--- config.mk ---
export PLATFORM = sky130hd
export DESIGN_NAME = subtractive_random_generator_flat
export DESIGN_NICKNAME = d
export VERILOG_FILES = /design/src/design/srg_pkg.sv /design/src/design/srg_if.sv /design/src/design/srg_table_ram.sv /design/src/design/srg_ctrl.sv /design/src/design/subtractive_random_generator.sv /design/src/flat_wrapper.sv
export SDC_FILE = /design/constraint.sdc
export NUM_CORES = 2
export LEC_CHECK = 0
export ABC_CLOCK_PERIOD_IN_PS = 5630
export BUFFER_PORTS_ARGS = -buffer_cell sky130_fd_sc_hd__clkbuf_2
export CELL_PAD_IN_SITES_DETAIL_PLACEMENT = 1
export CELL_PAD_IN_SITES_GLOBAL_PLACEMENT = 1
export CORE_MARGIN = 5
export CORE_UTILIZATION = 40
export DETAILED_ROUTE_END_ITERATION = 10
export PLACE_DENSITY = 0.66
export SYNTH_ARGS = -nofsm -noshare
export SYNTH_HDL_FRONTEND = slang
export SYNTH_SLANG_ARGS = --single-unit
--- constraint.sdc ---
create_clock -name clk -period 5.63 [get_ports clk]
set_input_delay 0.8445 -clock clk [delete_from_list [all_inputs] [get_ports clk]]
set_output_delay 0.8445 -clock clk [all_outputs]
set_load 0.05 [all_outputs]
--- src/design/srg_pkg.sv ---
// ----------------------------------------------------------------------------
// srg_pkg
// Constants, types and helper functions shared by the subtractive random
// generator modules.
// ----------------------------------------------------------------------------
package srg_pkg;

  localparam int unsigned TABLE_LEN = 55;
  localparam int unsigned IDX_W     = 6;
  localparam int unsigned VAL_W     = 30;
  localparam int unsigned SEED_W    = 28;

  localparam logic [VAL_W-1:0]  MODULUS     = 30'd1000000000;
  localparam logic [SEED_W-1:0] SEED_BASE   = 28'd161803398;
  localparam logic [IDX_W-1:0]  LAST_POS    = 6'd55;
  localparam logic [IDX_W-1:0]  LAG_START   = 6'd31;
  localparam logic [IDX_W-1:0]  FILL_STRIDE = 6'd21;
  localparam logic [IDX_W-1:0]  FILL_STEPS  = 6'd54;
  localparam logic [IDX_W-1:0]  LAG_SPLIT   = 6'd24;
  localparam logic [1:0]        LAST_PASS   = 2'd3;

  // Command codes carried in the func field.
  localparam logic FUNC_DRAW   = 1'b0;
  localparam logic FUNC_RESEED = 1'b1;

  typedef enum logic [2:0] {
    ST_IDLE,
    ST_FILL,
    ST_WARM_RD,
    ST_WARM_WR,
    ST_DRAW_RD,
    ST_DRAW_WR
  } srg_state_t;

  // Table port request: a write and two read addresses.
  typedef struct packed {
    logic             we;
    logic [IDX_W-1:0] waddr;
    logic [VAL_W-1:0] wdata;
    logic [IDX_W-1:0] raddr_a;
    logic [IDX_W-1:0] raddr_b;
  } tbl_req_t;

  typedef struct packed {
    logic             load;
    logic [VAL_W-1:0] value;
    logic             seeded;
  } result_t;

  // a - b modulo 10^9 for operands already reduced.
  function automatic logic [VAL_W-1:0] sub_mod(input logic [VAL_W-1:0] a,
                                               input logic [VAL_W-1:0] b);
    logic [VAL_W:0] diff;
    diff = {1'b0, a} - {1'b0, b};
    if (a < b) begin
      diff = diff + {1'b0, MODULUS};
    end
    return diff[VAL_W-1:0];
  endfunction

  // Cyclic step over positions 1..55; anything at or past 55 wraps to 1.
  function automatic logic [IDX_W-1:0] advance(input logic [IDX_W-1:0] idx);
    return (idx >= LAST_POS) ? IDX_W'(1) : idx + IDX_W'(1);
  endfunction

  // Position 31 places ahead of i, cyclic over 1..55.
  function automatic logic [IDX_W-1:0] partner(input logic [IDX_W-1:0] i);
    return (i <= LAG_SPLIT) ? i + LAG_START : i - LAG_SPLIT;
  endfunction

endpackage

--- src/design/srg_if.sv ---
// ----------------------------------------------------------------------------
// srg_if
// Valid/ready channels for draw commands and generated values.
// ----------------------------------------------------------------------------
interface srg_cmd_if;
  logic        valid;
  logic        ready;
  logic        func;
  logic [27:0] seed_magnitude;

  modport source (output valid, output func, output seed_magnitude, input ready);
  modport sink (input valid, input func, input seed_magnitude, output ready);
endinterface

interface srg_rsp_if;
  logic        valid;
  logic        ready;
  logic [29:0] value;
  logic        seeded;

  modport source (output valid, output value, output seeded, input ready);
  modport sink (input valid, input value, input seeded, output ready);
endinterface

--- src/design/srg_table_ram.sv ---
// ----------------------------------------------------------------------------
// srg_table_ram
// The 55-word lag table: one write port and two registered read ports.
// ----------------------------------------------------------------------------
module srg_table_ram (
  input  logic                           clk,
  input  srg_pkg::tbl_req_t              req,
  output logic [srg_pkg::VAL_W-1:0]      rd_a,
  output logic [srg_pkg::VAL_W-1:0]      rd_b
);
  import srg_pkg::*;

  logic [VAL_W-1:0] mem [TABLE_LEN];

  always_ff @(posedge clk) begin
    if (req.we) begin
      mem[req.waddr] <= req.wdata;
    end
    rd_a <= mem[req.raddr_a];
    rd_b <= mem[req.raddr_b];
  end

endmodule

--- src/design/srg_ctrl.sv ---
// ----------------------------------------------------------------------------
// srg_ctrl
// Sequencer for seeding, warm-up and draws over the lag table.
// ----------------------------------------------------------------------------
module srg_ctrl (
  input  logic                           clk,
  input  logic                           rst,
  srg_cmd_if.sink                        cmd,
  input  logic                           out_free,
  input  logic [srg_pkg::VAL_W-1:0]      rd_a,
  input  logic [srg_pkg::VAL_W-1:0]      rd_b,
  output srg_pkg::tbl_req_t              tbl_req,
  output srg_pkg::result_t               result
);
  import srg_pkg::*;

  srg_state_t       state, state_next;
  logic [VAL_W-1:0] cur, cur_next;
  logic [VAL_W-1:0] prev, prev_next;
  logic [IDX_W-1:0] step, step_next;
  logic [IDX_W-1:0] pos, pos_next;
  logic [1:0]       pass, pass_next;
  logic [IDX_W-1:0] read_index, read_index_next;
  logic [IDX_W-1:0] lag_index, lag_index_next;
  logic             initialized, initialized_next;
  logic             seeded_item, seeded_item_next;

  logic             need_seed;
  logic [SEED_W-1:0] seed_start;
  logic [IDX_W:0]   pos_sum;
  logic [IDX_W-1:0] ri_adv;
  logic [IDX_W-1:0] li_adv;
  logic [VAL_W-1:0] diff;

  assign need_seed  = (cmd.func == FUNC_RESEED) || !initialized;
  assign seed_start = (cmd.seed_magnitude > SEED_BASE) ? '0 : SEED_BASE - cmd.seed_magnitude;
  assign pos_sum    = {1'b0, pos} + {1'b0, FILL_STRIDE};
  assign ri_adv     = advance(read_index);
  assign li_adv     = advance(lag_index);
  assign diff       = sub_mod(rd_a, rd_b);

  always_comb begin
    state_next = state;
    unique case (state)
      ST_IDLE: begin
        if (cmd.valid) begin
          state_next = need_seed ? ST_FILL : ST_DRAW_WR;
        end
      end
      ST_FILL: begin
        if (step == FILL_STEPS) begin
          state_next = ST_WARM_RD;
        end
      end
      ST_WARM_RD: state_next = ST_WARM_WR;
      ST_WARM_WR: begin
        state_next = (step == LAST_POS && pass == LAST_PASS) ? ST_DRAW_RD : ST_WARM_RD;
      end
      ST_DRAW_RD: state_next = ST_DRAW_WR;
      ST_DRAW_WR: begin
        if (out_free) begin
          state_next = ST_IDLE;
        end
      end
      default: state_next = ST_IDLE;
    endcase
  end

  always_comb begin
    cmd.ready        = 1'b0;
    tbl_req          = '0;
    result.load      = 1'b0;
    result.value     = diff;
    result.seeded    = seeded_item;
    cur_next         = cur;
    prev_next        = prev;
    step_next        = step;
    pos_next         = pos;
    pass_next        = pass;
    read_index_next  = read_index;
    lag_index_next   = lag_index;
    initialized_next = initialized;
    seeded_item_next = seeded_item;
    unique case (state)
      ST_IDLE: begin
        cmd.ready       = 1'b1;
        tbl_req.raddr_a = ri_adv - IDX_W'(1);
        tbl_req.raddr_b = li_adv - IDX_W'(1);
        if (cmd.valid) begin
          seeded_item_next = need_seed;
          if (need_seed) begin
            // The top position takes the start value before the scatter fill.
            tbl_req.we    = 1'b1;
            tbl_req.waddr = LAST_POS - IDX_W'(1);
            tbl_req.wdata = VAL_W'(seed_start);
            cur_next      = VAL_W'(seed_start);
            prev_next     = VAL_W'(1);
            step_next     = IDX_W'(1);
            pos_next      = FILL_STRIDE;
          end else begin
            read_index_next = ri_adv;
            lag_index_next  = li_adv;
          end
        end
      end
      ST_FILL: begin
        tbl_req.we    = 1'b1;
        tbl_req.waddr = pos - IDX_W'(1);
        tbl_req.wdata = prev;
        prev_next     = sub_mod(cur, prev);
        cur_next      = prev;
        pos_next      = (pos_sum >= (IDX_W+1)'(TABLE_LEN)) ?
                        IDX_W'(pos_sum - (IDX_W+1)'(TABLE_LEN)) : pos_sum[IDX_W-1:0];
        if (step == FILL_STEPS) begin
          step_next = IDX_W'(1);
          pass_next = '0;
        end else begin
          step_next = step + IDX_W'(1);
        end
      end
      ST_WARM_RD: begin
        tbl_req.raddr_a = step - IDX_W'(1);
        tbl_req.raddr_b = partner(step) - IDX_W'(1);
      end
      ST_WARM_WR: begin
        tbl_req.we    = 1'b1;
        tbl_req.waddr = step - IDX_W'(1);
        tbl_req.wdata = diff;
        if (step == LAST_POS) begin
          step_next = IDX_W'(1);
          pass_next = pass + 2'd1;
          if (pass == LAST_PASS) begin
            read_index_next  = '0;
            lag_index_next   = LAG_START;
            initialized_next = 1'b1;
          end
        end else begin
          step_next = step + IDX_W'(1);
        end
      end
      ST_DRAW_RD: begin
        tbl_req.raddr_a = ri_adv - IDX_W'(1);
        tbl_req.raddr_b = li_adv - IDX_W'(1);
        read_index_next = ri_adv;
        lag_index_next  = li_adv;
      end
      ST_DRAW_WR: begin
        // Keep the same read addresses so the words hold while the output stalls.
        tbl_req.raddr_a = read_index - IDX_W'(1);
        tbl_req.raddr_b = lag_index - IDX_W'(1);
        if (out_free) begin
          tbl_req.we    = 1'b1;
          tbl_req.waddr = read_index - IDX_W'(1);
          tbl_req.wdata = diff;
          result.load   = 1'b1;
        end
      end
      default: begin
      end
    endcase
  end

  always_ff @(posedge clk) begin
    if (rst) begin
      state       <= ST_IDLE;
      read_index  <= '0;
      lag_index   <= '0;
      initialized <= 1'b0;
      step        <= '0;
      pass        <= '0;
    end else begin
      state       <= state_next;
      read_index  <= read_index_next;
      lag_index   <= lag_index_next;
      initialized <= initialized_next;
      step        <= step_next;
      pass        <= pass_next;
    end
    cur         <= cur_next;
    prev        <= prev_next;
    pos         <= pos_next;
    seeded_item <= seeded_item_next;
  end

endmodule

--- src/design/subtractive_random_generator.sv ---
// Draw: the command beat is accepted in ST_IDLE with the table read, then ST_DRAW_WR
// writes back the new word and loads the result register, waiting while it is full; a
// new command is taken only back in ST_IDLE. A command that seeds makes 54 fill writes
// and 4 x 55 warm-up steps, one table read and write per step, before its draw.
// Synchronous reset clears the sequencer, indices and seeded flag; the table is not
// cleared, and the first command after reset always seeds it.
// ----------------------------------------------------------------------------
// subtractive_random_generator
// Lagged subtractive random number generator over a 55-word table modulo 10^9.
// ----------------------------------------------------------------------------
module subtractive_random_generator (
  input  logic     clk,
  input  logic     rst,
  srg_cmd_if.sink  cmd,
  srg_rsp_if.source rsp
);
  import srg_pkg::*;

  tbl_req_t         tbl_req;
  result_t          result;
  logic [VAL_W-1:0] rd_a;
  logic [VAL_W-1:0] rd_b;
  logic             out_free;

  // The result register can take a new beat when empty or being drained.
  assign out_free = !rsp.valid || rsp.ready;

  srg_table_ram u_table (
    .clk  (clk),
    .req  (tbl_req),
    .rd_a (rd_a),
    .rd_b (rd_b)
  );

  srg_ctrl u_ctrl (
    .clk      (clk),
    .rst      (rst),
    .cmd      (cmd),
    .out_free (out_free),
    .rd_a     (rd_a),
    .rd_b     (rd_b),
    .tbl_req  (tbl_req),
    .result   (result)
  );

  always_ff @(posedge clk) begin
    if (rst) begin
      rsp.valid <= 1'b0;
    end else if (result.load) begin
      rsp.valid <= 1'b1;
    end else if (rsp.ready) begin
      rsp.valid <= 1'b0;
    end
    if (result.load) begin
      rsp.value  <= result.value;
      rsp.seeded <= result.seeded;
    end
  end

endmodule
--- src/flat_wrapper.sv ---
// flat-port wrapper written by rule: the top's interface ports become plain ports
module subtractive_random_generator_flat import srg_pkg::*;
  (clk, rst, cmd_valid, cmd_func, cmd_seed_magnitude, cmd_ready, rsp_valid, rsp_value, rsp_seeded, rsp_ready);
  srg_cmd_if cmd_i ();
  srg_rsp_if rsp_i ();
  input  logic clk;
  input  logic rst;
  input wire logic [$bits(cmd_i.valid)-1:0] cmd_valid;
  input wire logic [$bits(cmd_i.func)-1:0] cmd_func;
  input wire logic [$bits(cmd_i.seed_magnitude)-1:0] cmd_seed_magnitude;
  output wire logic [$bits(cmd_i.ready)-1:0] cmd_ready;
  output wire logic [$bits(rsp_i.valid)-1:0] rsp_valid;
  output wire logic [$bits(rsp_i.value)-1:0] rsp_value;
  output wire logic [$bits(rsp_i.seeded)-1:0] rsp_seeded;
  input wire logic [$bits(rsp_i.ready)-1:0] rsp_ready;
  assign cmd_i.valid = cmd_valid;
  assign cmd_i.func = cmd_func;
  assign cmd_i.seed_magnitude = cmd_seed_magnitude;
  assign cmd_ready = cmd_i.ready;
  assign rsp_valid = rsp_i.valid;
  assign rsp_value = rsp_i.value;
  assign rsp_seeded = rsp_i.seeded;
  assign rsp_i.ready = rsp_ready;
  subtractive_random_generator u_core (.clk(clk), .rst(rst), .cmd(cmd_i), .rsp(rsp_i));
endmodule
* Word-level counts from Yosys, hierarchy flattened
Memory sizes are Yosys's and may differ from the RTL's. A register that Yosys moved wholly into a read port is not among the register bits.
Cells that the tools add are included.
** Word-level totals
- Register bits after elaboration :: 123
- RAM bits :: 1650
- Input port bits :: 33
- Output and inout port bits :: 33
- Logic and storage cells :: 127
- Memories kept :: 1
** Memory list
- u_core.u_table.mem :: words 55, width 30, read ports 2, clocked after Yosys merged registers in 2, write ports 1, RTL line srg_table_ram.sv:13 : logic [VAL_W-1:0] mem [TABLE_LEN];
** Operators by class
- Add/subtract/negate cells :: 20
- Magnitude comparators :: 7
- Equal/unequal tests :: 15
- Multiplexer cells :: 52
- Reduce and logical (&&, ||, !) cells :: 19
** Operators by type and width (count)
- $mux W30 :: 6
- $pmux W37 S4 :: 1
- $pmux W30 S2 :: 2
- $mux W37 :: 3
- $mux W6 :: 18
- $add A30 B30 Y30 const B :: 2
- $lt A30 B30 Y1 :: 2
- $sub A30 B30 Y30 :: 2
- $pmux W6 S3 :: 3
- $sub A6 B1 Y6 const B :: 7
- $pmux W12 S3 :: 1
- $gt A28 B28 Y1 const B :: 1
- $mux W28 :: 1
- $sub A28 B28 Y28 const A :: 1
- $add A6 B1 Y6 const B :: 3
- $pmux W3 S6 :: 1
- $mux W3 :: 5
- $reduce_and A3 Y1 :: 5
- $eq A6 B6 Y1 const B :: 2
- $ge A6 B6 Y1 const B :: 2
- $ne A2 B2 Y1 const B :: 6
- $pmux W6 S2 :: 1
- $add A6 B5 Y7 const B :: 1
- $ge A7 B6 Y1 const B :: 1
- other kinds (22) :: 36

* Longest topological paths before layout
- Word-level depth :: 7
- Mapped depth :: 20
- Mapped depth without buffers :: 18

* By module
Synthesis repeated with hierarchy kept, for this count alone.
** Unflattened totals
- Cells, all modules :: 5418
- Area, all modules :: 89953.8 µm²
** By module, submodules not included
- srg_table_ram :: instances 1, cells each 3900, area each 77778.3 µm², sequential area each 50748.7 µm²
- srg_ctrl :: instances 1, cells each 1483, area each 11198.2 µm², sequential area each 2492.4 µm²
- subtractive_random_generator :: instances 1, cells each 35, area each 977.2 µm², sequential area each 950.9 µm²

* Worst setup path after synthesis
Ideal clock, no wire load.
- Path type :: in2reg
- From :: input port cmd_seed_magnitude[5]
- To :: memory u_core.u_table.mem[0][16], data pin
- Setup time :: 632 ps
- Arrival :: 5227 ps
- Data required time :: 4998 ps
- Slack :: -229 ps
- Stages on the path :: 11
- Buffers on the path :: 1
- Path through :: or4_4 o21ai_1 a21oi_1 o2111ai_2 a21boi_1 o31ai_2 nand2b_1 a2bb2oi_2 nand2_1 buf_2 o21ai_0
** RTL lines
- from (decl) :: RTL line flat_wrapper.sv:10 : input wire logic [$bits(cmd_i.seed_magnitude)-1:0] cmd_seed_magnitude;
- to (decl) :: RTL line srg_table_ram.sv:13

* Worst setup path in the final report
- From :: register u_core.u_ctrl.read_index[0]
- To :: register u_core.u_table.rd_a[13] in the netlist's numbering, read port of u_core.u_table.mem
** On the way
- Longest elaborated chain between the ends :: 4
- Elaborated cells between the ends (all ways) :: 6
- Classes of those cells :: 3 x add/sub; 1 x order compare; 2 x mux
** RTL lines
- from (decl) :: RTL line srg_ctrl.sv:23 : logic [IDX_W-1:0] read_index, read_index_next;
- from (signal assigned) :: RTL line srg_ctrl.sv:173 : read_index <= read_index_next;
- $add A6 B1 Y6 / $ge A6 B6 Y1 (equally long branches) :: RTL line srg_pkg.sv:63 : return (idx >= LAST_POS) ? IDX_W'(1) : idx + IDX_W'(1);
- $mux W6 :: RTL line srg_pkg.sv:63
- $sub A6 B1 Y6 :: RTL line srg_ctrl.sv:87, srg_ctrl.sv:142
- $pmux W12 S3 * :: RTL line srg_ctrl.sv:84 : unique case (state)
- to (decl) :: RTL line srg_table_ram.sv:8 : output logic [srg_pkg::VAL_W-1:0] rd_a,
Mark *: on every way between the ends. The rest lies on a longest branch, timed or not.
A chain may end at the register's enable or synchronous reset.

==> results.cfg <==
[clocking]
cts-buffers-inserted = 200
cts_buffer_depth = 3
numClockSinks = 1833
cts_tree = done
clock_latency_ns = 0.89
cts_hold_buf = 0
cts_root_buf = clkbuf_16
htreeDepth = 4
clk_pin_slew_worst_paths_ns = 0.06

[critical_path]
cp.buffers_inverters = 3
worstSetupEndpointType = flop
cp_top_family = compound AO/OA/AOI/OAI gates
r2r-start = u_core.u_ctrl.read_index[0]
reg2regPathDepth = 17
cp.arrival_ns = 6.19
r2r-end = u_core.u_table.rd_a[13]
startpoint_type = flop
cpPeakStageDelay_ns = 0.94
cp_max_fo = 31
worstPathCellList = ha_1, a21oi_1, or2_2, nand2_1, ha_1, o22a_1, o22a_4, buf_12, buf_12, buf_4, nand2_1, and3_1, a311oi_1, a31oi_1, mux2i_1, o21ai_0, a222oi_1
r2r_slack_ns = 0.13
critical_path_class = reg -> reg
slowest_stage = a222oi_1
required_ns = 6.32

[power_and_ir_drop]
switching_share = 0.4213
p_comb_frac = 0.432
seq_power_share = 0.324
p_per_area_nw_per_um2 = 521.7
p_clk_frac = 0.244
ir_drop_mv = 0.4385
finalPower_mw = 55.23
intPower_mw = 31.96
leakage_nw = 38.40
p_sw_mw = 23.27

[yosys]
synth_edf_count = 1748
postSynthCellCount = 9546
synth_ff_type = edfxtp_1
synth-compound-area-share = 0.08704
yosys.area_share.simple = 0.2495
syn_nets = 9659
ys_ff_latch = 1833
synth_top_family_by_area = simple AND/OR/NAND/NOR gates
async_flop_share = 0
syn_area_per_cell_um2 = 9.749
synthMuxAreaShare = 0.02150
synth_adder_area_share = 0.01092
yosysUniqueCellTypes = 91
synthXorXnorAreaFrac = 0.01280
ys_seq_area_frac = 0.5823
yosysWarnings = 0
synth_area_um2 = 93060

[placed_design]
placedCellCount = 12310
port_buffers = 65
gp_congestion = 0.9062
place_hpwl_um = 239300

[floorplanning]
dieArea_um2 = 242400
coreArea_um2 = 232100
row_count = 177
fp.dieW_um = 492.3
start_util = 0.4010
io_pins = 66
die_h_um = 492.3

[final_layout]
area_growth_pct = 13.77
drive_gt1_frac = 0.1023
utilization = 0.4562
layout.nets = 9593
fin_cells = 12700
fill_cells = 25420

[drt]
drtIter0Drc = 9433
viasPerCell = 6.405
drt_first_pass_iters = 9
final_antenna_net_count = 0
drt_wl_total_um = 393500
route.detailed.drc = 0
routedWlPerCell_um = 30.99
via_count = 81340

[hold_path]
hp-class = in -> reg
hold_end = u_core.u_ctrl.state[2]
holdCritStartpoint = rsp_ready
worstHoldPathCells = 4

[grt]
grtUsageTotal = 0.3126
grt_first_pass_wirelength_um = 564000
antenna_found_initial = 21
grt_pass1_vias = 81360
grt_max_degree = 105
grt_overflow = 0

[run_status]
outcome = finished, final reports clean

[sta]
finalSetupViolations = 0
tns_ns = 0
rsz0062_at_grt = no
skew_ns = 0.05395
fin_crit_sh = 0.9763
worstMarginPinSlew_ns = 1.154
finalHoldViolCount = 0
relSlewSlack = 0.2310
fmax_mhz = 181.9
drv_slew = 0
fin_crit_ns = 5.497

[flow_run]
drv_cap = 0
==> synth_stat cells (9+ instances only) <==
| library cell | count | area [um2] |
|---|---|---|
| nand2_1 | 3154 | 11840 |
| edfxtp_1 | 1748 | 52490 |
| nand3_1 | 1730 | 8658 |
| clkbuf_1 | 555 | 2083 |
| a311oi_1 | 309 | 2706 |
| nor2_1 | 186 | 698.2 |
| o21ai_0 | 186 | 930.9 |
| a21oi_1 | 180 | 900.9 |
| and3_1 | 170 | 1064 |
| a31oi_1 | 141 | 882.1 |
| buf_2 | 101 | 505.5 |
| inv_1 | 100 | 375.4 |
| buf_1 | 89 | 334.1 |
| xnor2_1 | 88 | 770.7 |
| dfxtp_1 | 85 | 1702 |
| ha_1 | 78 | 975.9 |
| mux2i_1 | 66 | 660.6 |
| mux4_2 | 59 | 1329 |
| o211ai_1 | 48 | 360.4 |
| xor2_1 | 48 | 420.4 |
| a21o_1 | 39 | 292.8 |
| a31o_2 | 36 | 315.3 |
| a222oi_1 | 35 | 350.3 |
| nor3_1 | 30 | 150.1 |
| nor2b_1 | 22 | 137.6 |
| and2_1 | 18 | 112.6 |
| nand2b_1 | 17 | 106.4 |
| o22ai_1 | 16 | 100.1 |
| or3_1 | 16 | 100.1 |
| nand4_1 | 15 | 93.84 |
| o21a_1 | 12 | 90.09 |
| or2_2 | 12 | 75.07 |
| o21ai_1 | 10 | 50.05 |
| a221o_1 | 9 | 90.09 |
==> worst min-delay path: cells and delay by family <==
kind | cells | cell delay [ns]
and+or+nand+nor | 2 | 0.12
buffers and inverters | 1 | 0.09
AOI/OAI and AO/OA | 1 | 0.08
==> worst max path at each step <==
| stage | start | to | slack [ns] | depth (start not counted) |
|---|---|---|---|---|
| finish | u_core.u_ctrl.read_index[0] | u_core.u_table.rd_a[13] | 0.13 | 17 |
| global route | u_core.u_ctrl.read_index[0] | u_core.u_table.rd_a[15] | 0.03 | 17 |
| CTS | u_core.u_ctrl.read_index[0] | u_core.u_table.rd_a[15] | 0.07 | 16 |
| detailed placement | u_core.u_ctrl.read_index[0] | u_core.u_table.rd_a[15] | 0.10 | 16 |
| global placement | u_core.u_ctrl.read_index[0] | u_core.u_table.rd_a[13] | 0.12 | 16 |
| floorplan | cmd_seed_magnitude[5] | u_core.u_table.mem[0][16] | -0.23 | 11 |
==> sequential cells by signal, summed over array words and instances (netlist names), 30 cells and up <==
| name | cells |
|---|---|
| u_core.u_table.rd_b | 30 |
| u_core.u_table.mem | 1650 |
| u_core.u_table.rd_a | 30 |
| u_core.u_ctrl.cur | 30 |
| u_core.u_ctrl.prev | 30 |
| u_core.rsp.value | 30 |
==> area by class of cell <==
class,instances,area (um2),area share
inverter,100,375.4,0.003545
clock inverter,118,1351,0.01276
tap,3043,3807,0.03596
clock buffer,256,5265,0.04973
multi-input combinational,6862,36250,0.3424
sequential,1833,54190,0.5118
antenna,4,10.01,0.00009454
timing repair buffer,483,4627,0.04370
==> through the flow <==
step | setup WS (ns) | cell area [um2] | hold WS (ns)
floorplan | -0.2288 | 93060 | 0.4003
global placement | 0.1245 | 99150 | 0.4163
detailed placement | 0.1014 | 99150 | 0.4211
CTS | 0.06666 | 105800 | 0.2432
global route | 0.03306 | 105900 | 0.3212
finish | 0.1334 | 105900 | 0.3028
==> layer usage <==
| metal | GRT usage | wire length [um] | vias up |
|---|---|---|---|
| li1 | - | - | 34310 |
| met1 | 0.4098 | 155500 | 41720 |
| met2 | 0.5042 | 181400 | 4262 |
| met3 | 0.05751 | 35790 | 1031 |
| met4 | 0.1458 | 20690 | 14 |
| met5 | 0 | 93 | - |
==> kinds of logic (layout without fill, tap and decap cells) <==
group	Yosys count	after routing
AO/OA/AOI/OAI	1126	1127
XOR/XNOR	136	136
adder cells (fa/ha/maj)	80	80
buffers and inverters	852	957
flip-flops	1833	1833
multiplexers	126	126
other	0	4
AND/OR/NAND/NOR	5393	5393
==> cell usage in the layout (no fill, tap or decap), types with 39 or more instances in the layout <==
cell type,netlist,routed
clkbuf_1,555,51
ha_1,78,76
mux4_2,59,59
xnor2_1,88,88
and3_1,170,170
buf_4,5,325
mux2i_1,66,66
o211ai_1,48,48
inv_1,100,99
clkinv_1,0,42
nor2_1,186,129
a31oi_1,141,141
dfxtp_1,85,85
a21o_1,39,39
clkbuf_2,2,65
clkbuf_16,0,200
xor2_1,48,48
a21oi_1,180,179
nor2_4,0,57
nand2_1,3154,3150
a311oi_1,309,309
buf_12,0,93
nand3_1,1730,1730
edfxtp_1,1748,1748
o21ai_0,186,182
==> power by group through the flow <==
stage / combinational (mW) / clock (mW) / sequential (mW)
finish: 23.9 / 13.5 / 17.9
global route: 25.2 / 14.2 / 17.9
CTS: 23.3 / 13.6 / 17.9
detailed placement: 23.2 / 0 / 18.1
global placement: 22.7 / 0 / 18.1
floorplan: 13.5 / 0 / 18.0
==> what timing repair did <==
action,4_1_cts,5_1_grt
buffers inserted,0,9
resized for setup,0,2
endpoints found under the setup margin,0,5
Power figures use the tool's default switching activity.
